==> src/rtl/core/pbplru_pkg.sv <==
// shared types and constants for the page buffer pool lru manager
package pbplru_pkg;

	localparam int PAGE_IN_W = 31;
	localparam int STATUS_W  = 4;
	localparam int SLOT_OUT_W = 6;
	localparam int CNT_W     = 32;
	localparam int LIMIT_W   = 7;
	localparam int APB_AW    = 3;
	localparam int APB_DW    = 32;
	localparam logic [LIMIT_W-1:0] LIMIT_RESET = 7'd64;

	localparam logic [2:0] OP_FETCH  = 3'd0;
	localparam logic [2:0] OP_UNPIN  = 3'd1;
	localparam logic [2:0] OP_NEW    = 3'd2;
	localparam logic [2:0] OP_FLUSH  = 3'd3;
	localparam logic [2:0] OP_DELETE = 3'd4;

	localparam logic [STATUS_W-1:0] ST_HIT          = 4'd0;
	localparam logic [STATUS_W-1:0] ST_LOADED       = 4'd1;
	localparam logic [STATUS_W-1:0] ST_OK           = 4'd2;
	localparam logic [STATUS_W-1:0] ST_NOT_RESIDENT = 4'd3;
	localparam logic [STATUS_W-1:0] ST_NO_VICTIM    = 4'd4;
	localparam logic [STATUS_W-1:0] ST_WRITE_FAIL   = 4'd5;
	localparam logic [STATUS_W-1:0] ST_READ_FAIL    = 4'd6;
	localparam logic [STATUS_W-1:0] ST_PINNED       = 4'd7;
	localparam logic [STATUS_W-1:0] ST_ALLOC_FAIL   = 4'd8;

	typedef enum logic [2:0] {
		S_IDLE,
		S_FIND,
		S_DECIDE,
		S_FIND2,
		S_INSTALL
	} state_t;

	// command applied to every cell of the recency chain at once
	typedef struct packed {
		logic push;
		logic remove;
		logic modify;
	} chain_cmd_t;

endpackage

==> src/rtl/core/pbplru_cell.sv <==
// one recency position of the chain, holding the frame entry stored there
module pbplru_cell #(
	parameter int IDX = 0,
	parameter int SLOT_W = 6,
	parameter int OCC_W = 7,
	parameter int PAGE_BITS = 31,
	parameter int PIN_BITS = 16
) (
	input  logic                   clk,
	input  pbplru_pkg::chain_cmd_t cmd,
	input  logic [SLOT_W-1:0]      pos,
	input  logic [OCC_W-1:0]       occ,
	input  logic [PAGE_BITS-1:0]   key,
	input  logic [SLOT_W-1:0]      new_slot,
	input  logic [PAGE_BITS-1:0]   new_page,
	input  logic [PIN_BITS-1:0]    new_pins,
	input  logic                   new_dirty,
	input  logic [SLOT_W-1:0]      prev_slot,
	input  logic [PAGE_BITS-1:0]   prev_page,
	input  logic [PIN_BITS-1:0]    prev_pins,
	input  logic                   prev_dirty,
	input  logic [SLOT_W-1:0]      next_slot,
	input  logic [PAGE_BITS-1:0]   next_page,
	input  logic [PIN_BITS-1:0]    next_pins,
	input  logic                   next_dirty,
	output logic [SLOT_W-1:0]      slot,
	output logic [PAGE_BITS-1:0]   page,
	output logic [PIN_BITS-1:0]    pins,
	output logic                   dirty,
	output logic                   match,
	output logic                   idle
);

	localparam logic [SLOT_W-1:0] MY_POS = SLOT_W'(IDX);
	localparam logic [OCC_W-1:0]  MY_OCC = OCC_W'(IDX);

	logic [SLOT_W-1:0]    slot_q;
	logic [PAGE_BITS-1:0] page_q;
	logic [PIN_BITS-1:0]  pins_q;
	logic                 dirty_q;
	logic                 in_use;

	assign in_use = MY_OCC < occ;
	assign match  = in_use && (page_q == key);
	assign idle   = in_use && (pins_q == '0);
	assign slot   = slot_q;
	assign page   = page_q;
	assign pins   = pins_q;
	assign dirty  = dirty_q;

	always_ff @(posedge clk) begin
		if (cmd.modify && MY_POS == pos) begin
			slot_q  <= new_slot;
			page_q  <= new_page;
			pins_q  <= new_pins;
			dirty_q <= new_dirty;
		end else if (cmd.push) begin
			if (IDX == 0) begin
				slot_q  <= new_slot;
				page_q  <= new_page;
				pins_q  <= new_pins;
				dirty_q <= new_dirty;
			end else if (!cmd.remove || MY_POS <= pos) begin
				slot_q  <= prev_slot;
				page_q  <= prev_page;
				pins_q  <= prev_pins;
				dirty_q <= prev_dirty;
			end
		end else if (cmd.remove && MY_POS >= pos) begin
			slot_q  <= next_slot;
			page_q  <= next_page;
			pins_q  <= next_pins;
			dirty_q <= next_dirty;
		end
	end

endmodule

==> config.mk <==
export PLATFORM = sky130hd
export DESIGN_NAME = pbplru_cell
export DESIGN_NICKNAME = d
export VERILOG_FILES = /design/src/rtl/core/pbplru_pkg.sv /design/src/rtl/core/pbplru_cell.sv
export SDC_FILE = /design/constraint.sdc
export NUM_CORES = 1
export LEC_CHECK = 0
export BUFFER_PORTS_ARGS = -buffer_cell sky130_fd_sc_hd__buf_2
export CELL_PAD_IN_SITES_DETAIL_PLACEMENT = 2
export CELL_PAD_IN_SITES_GLOBAL_PLACEMENT = 2
export CORE_ASPECT_RATIO = 1.5
export CORE_MARGIN = 2
export CORE_UTILIZATION = 21
export CTS_CLUSTER_SIZE = 16
export DETAILED_ROUTE_END_ITERATION = 10
export GPL_ROUTABILITY_DRIVEN = 1
export PLACE_DENSITY = 0.78
export SYNTH_ARGS = -nofsm -noshare
export SYNTH_HDL_FRONTEND = slang
export SYNTH_SLANG_ARGS = --single-unit
==> constraint.sdc <==
create_clock -name clk -period 3.75 [get_ports clk]
set_input_delay 1.125 -clock clk [delete_from_list [all_inputs] [get_ports clk]]
set_output_delay 1.125 -clock clk [all_outputs]
set_load 0.02 [all_outputs]
Word-level counts from Yosys, hierarchy flattened
Cells that the tools add are included.
{"block": "totals", "regBits": 54, "mem_bits_ro": 0, "latchBits": 0, "out_inout_bits": 56, "memories": 0, "ram_bits": 0}
{"block": "classes", "n_reduce_logical": 7, "n_bitwise": 0, "multipliers": 0, "eq_ne": 1, "magnitude_cmp": 2, "mux": 12, "add_sub_neg": 0, "n_shift": 0, "div": 0}
{"cell": "2-to-1 mux 31 bit", "n": 3}
{"cell": "2-to-1 mux 16 bit", "n": 3}
{"cell": "== test 31 bit", "n": 1}
{"cell": "2-to-1 mux 6 bit", "n": 3}
{"cell": "logical NOT 16 bit", "n": 1}
{"cell": "less-than comparator 1 x 7 -> 1 bit, first input constant", "n": 1}
{"cell": "greater-or-equal comparator 1 x 6 -> 1 bit, first input constant", "n": 1}
{"cell": "logical NOT 6 bit", "n": 1}
{"cell": "logical AND 1 bit", "n": 4}
{"cell": "2-to-1 mux 1 bit", "n": 3}
{"cell": "nonzero test 3 bit", "n": 1}

Depth between registers and ports, before layout
{"block": "depth", "word_depth": 5, "mapped_depth": 4, "mapped_depth_nobuf": 4}

Least setup slack after synthesis
OpenSTA, ideal clock, no wires.
{"block": "synth_path", "path_type": "input to register", "start": "in pos[5]", "end": "reg dirty_q (netlist: dirty), enable pin", "path_stages": 4, "arrival_time_ns": 2.963, "slack_ns": 0.374, "setup_time_ns": 0.413, "required_time_ns": 3.337, "cell_sequence": "nor2_1 a41oi_4 buf_6 nand2_1"}
{"block": "synth_via", "elab_chain_len": 3, "elab_cells_between_ends": 5}
{"item": "start: declaration", "line_no": "pbplru_cell.sv:11", "rtl": "input logic [SLOT_W-1:0] pos,"}
{"item": "greater-or-equal comparator 1 x 6 -> 1 bit / logical NOT 6 bit (equally long branches)", "line_no": "pbplru_cell.sv:69, pbplru_cell.sv:52"}
{"item": "logical AND 1 bit (on tied branches)", "line_no": "pbplru_cell.sv:69, pbplru_cell.sv:52"}
{"item": "nonzero test 3 bit (no source line) *"}
{"item": "end signal: assignment", "line_no": "pbplru_cell.sv:62", "rtl": "dirty_q <= new_dirty;"}
{"item": "end signal: assignment", "line_no": "pbplru_cell.sv:67", "rtl": "dirty_q <= prev_dirty;"}
{"item": "end signal: assignment", "line_no": "pbplru_cell.sv:73", "rtl": "dirty_q <= next_dirty;"}
{"item": "end: declaration", "line_no": "pbplru_cell.sv:40", "rtl": "logic dirty_q;"}
Every way passes the cells marked *; elsewhere a longest branch is shown, timed or not.
A chain may end at the register's enable or synchronous reset.

Worst setup path in the final report
{"block": "layout_path", "start": "in key[25]", "end": "out match"}
{"block": "layout_via", "elab_chain_len": 2}
{"item": "start: declaration", "line_no": "pbplru_cell.sv:13", "rtl": "input logic [PAGE_BITS-1:0] key,"}
{"item": "== test 31 bit", "line_no": "pbplru_cell.sv:44", "rtl": "assign match = in_use && (page_q == key);"}
{"item": "logical AND 1 bit", "line_no": "pbplru_cell.sv:44"}
{"item": "end: declaration", "line_no": "pbplru_cell.sv:30", "rtl": "output logic match,"}
No other way between the ends.

==> flow_summary.toml <==
[status]
status = "complete, no violations"

[power]
powerDensity_nw_per_um2 = 391.4
power.share.clock_pct = 31.7
switching_share_pct = 26.56
share_seq_of_total_power_pct = 45.5
ir_drop_v = 0.0001914
p_int_mw = 1.243
power_switching_uw = 449.4
p_comb_share_pct = 22.9
leakagePower_nw = 2.037

[die]
core.rowCount = 52
io_pins = 266
die_x_um = 100.1
start_util_pct = 21.49
dieHeight_um = 148.1
core_area_um2 = 13530
dieArea_um2 = 14820

[setup_path]
path_cells = "buf_2 > xor2_1 > nor4_1 > nand4_1 > nor3_1 > buf_2"
worst-path-max-fanout = 1
crit_top_cell = "buf_2"
cp-start-kind = "input port"
critPathArrivalTime_ns = 2.33
cp_slowest_cell = "nor4_1"
critPathCaptureType = "output port"
crit_path_max_incr_delay_ns = 0.35
crit_required_ns = 2.62
critical_path_class = "input port to output port"

[cells_and_area]
final_layout_size_suffix_gt1_share_pct = 71.76
finalCoreUtilization_pct = 31.95
n_fill_cell = 1472
nNetsFinal = 595
area_growth_pct = 48.71
stdcell_count = 549

[synth]
ys_seq_elements = 54
syn-num-nets = 380
synth_edf_count = 54
synth_warnings = 0
synth_most_common_cell = "edfxtp_1"
synth_commonest_cells = "edfxtp_1 (54), mux2_4 (49), xor2_1 (28)"
syn_area_per_cell_um2 = 17.10
async_flop_share_pct = 0
yosys.area.top_type_share_pct = 55.77
synth_cells = 170
synth-seq-area-share_pct = 55.77
yosysTopAreaCell = "edfxtp_1"
syn-cell-area_um2 = 2908
yosysUniqueCellTypes = 14
ys.flop_type = "edfxtp_1"
netlist_top_cells_area = "edfxtp_1 (56%), mux2_4 (25%), xor2_1 (8.4%)"

[sta]
rsz0062_at_grt = "false"
tightest_slew_ns = 0.6370
fin_crit_sh_pct = 92.13
setup_viol_count_final = 0
period_minus_slack_ns = 3.455
worst_slack_ns = 0.2949
fmax_mhz = 289.4
fin_tns_setup_ns = 0
finalHoldViolations = 0
maxSlewViolCount = 0
slew_headroom_pct = 57.38

[place]
pre_cts_slack_ns = 0.1966
port_buffers = 211
gp_congestion = 0.7750
dp_cells = 540
dp_hpwl_um = 8464

[job]
drv_cap = 0

[cts]
clock-sinks = 54
numCtsBuffers = 5
cts_tree = "yes"
postCtsSetupRepairBufs = 0
clockRootBuffer = "clkbuf_16"
cts_resized = 0
htreeDepth = 2
holdBufCountCts = 0
cts.reportedPaths.clkPinSlew_ns = 0.07
clk_path_buf_depth = 2

[global_routing]
grt_usage_pct = 13.15
antenna_found_initial = 1
grt_overflow = 0
grt_max_degree = 55
grt_pass1_wl_um = 14610
grt_pass1_vias = 2732

[drt]
drt_iter0_markers = 32
drc = 0
wl_um = 9991
dr.pass1.iters = 4
drtAntennaViolNets = 0
wl_per_cell_um = 18.20
detail_route.vias_per_cell = 4.231
routed-via-count = 2323

[min_path]
min_path_type = "input port to register"
[worst max-delay path: cells and delay by family]
kind | cells | cell delay, ns
buffers and inverters | 2 | 0.30
and+or+nand+nor | 3 | 0.75
xor gates and xnor gates | 1 | 0.15
[cell families after synthesis]
| kind of cell | Yosys count | share of synthesized area, % |
|---|---|---|
| buffers and inverters | 5 | 1.936 |
| xor gates and xnor gates | 31 | 9.338 |
| muxes | 54 | 27.24 |
| AOI/OAI and AO/OA | 2 | 1.119 |
| DFF | 54 | 55.77 |
| and+or+nand+nor | 24 | 4.604 |
[layout by cell type (no fill, tap or decap), types with 2 or more instances in the layout]
cell / count
nand4_1: 4
clkbuf_16: 5
nor4_1: 12
edfxtp_1: 54
mux2_4: 49
nor3_1: 2
buf_2: 211
nor2_1: 3
mux2_2: 5
xnor2_1: 3
buf_12: 2
xor2_1: 28
[flip-flops by register name, indices dropped and copies added, names as in the netlist]
register,count
slot,6
page,31
dirty,1
pins,16
[power groups by stage]
stage               Clock [mW]  Combinational, mW  Sequential, mW
floorplan                    0              0.139           0.857
global placement             0              0.382           0.778
detailed placement           0              0.395           0.785
CTS                      0.554              0.396           0.771
global route             0.573              0.415           0.778
finish                   0.536              0.387           0.769
[cell type report]
type                    instances  area [µm²]  share of cell area (%)
flip-flops and latches         54        1622                   37.50
repair buffers                213        1096                   25.35
clock buffers                   5       125.1                   2.894
diodes                          1       2.502                 0.05787
clock inverters                 3       43.79                   1.013
multi-input cells             111        1232                   28.50
well taps                     162       202.7                   4.687
[routing by layer]
layer / wire [µm] / vias to the layer above / share of wire (%) / GRT usage, %
li1: - / 1085 / - / -
met1: 3312 / 1111 / 33 / 12.75
met2: 5816 / 111 / 58 / 26.42
met3: 594 / 16 / 5.9 / 2.867
met4: 267 / 0 / 2.7 / 4.726
met5: 0 / - / 0 / 0
[final timing paths]
check	from	to	slack, ns	cells past startpoint
setup / recovery	key[25]	match	0.29	6
hold / removal	new_page[29]	page[29]	1.13	2
[through the flow]
step                      hold WS, ns  total power [mW]  cell area, µm²
final                           1.129             1.692            4324
after global routing            1.122             1.767            4322
after CTS                       1.119             1.721            4322
after detailed placement        1.430             1.180            4153
after global placement          1.426             1.160            4153
after floorplan                 1.342            0.9960            2908
(Power assumes the default switching activity.)
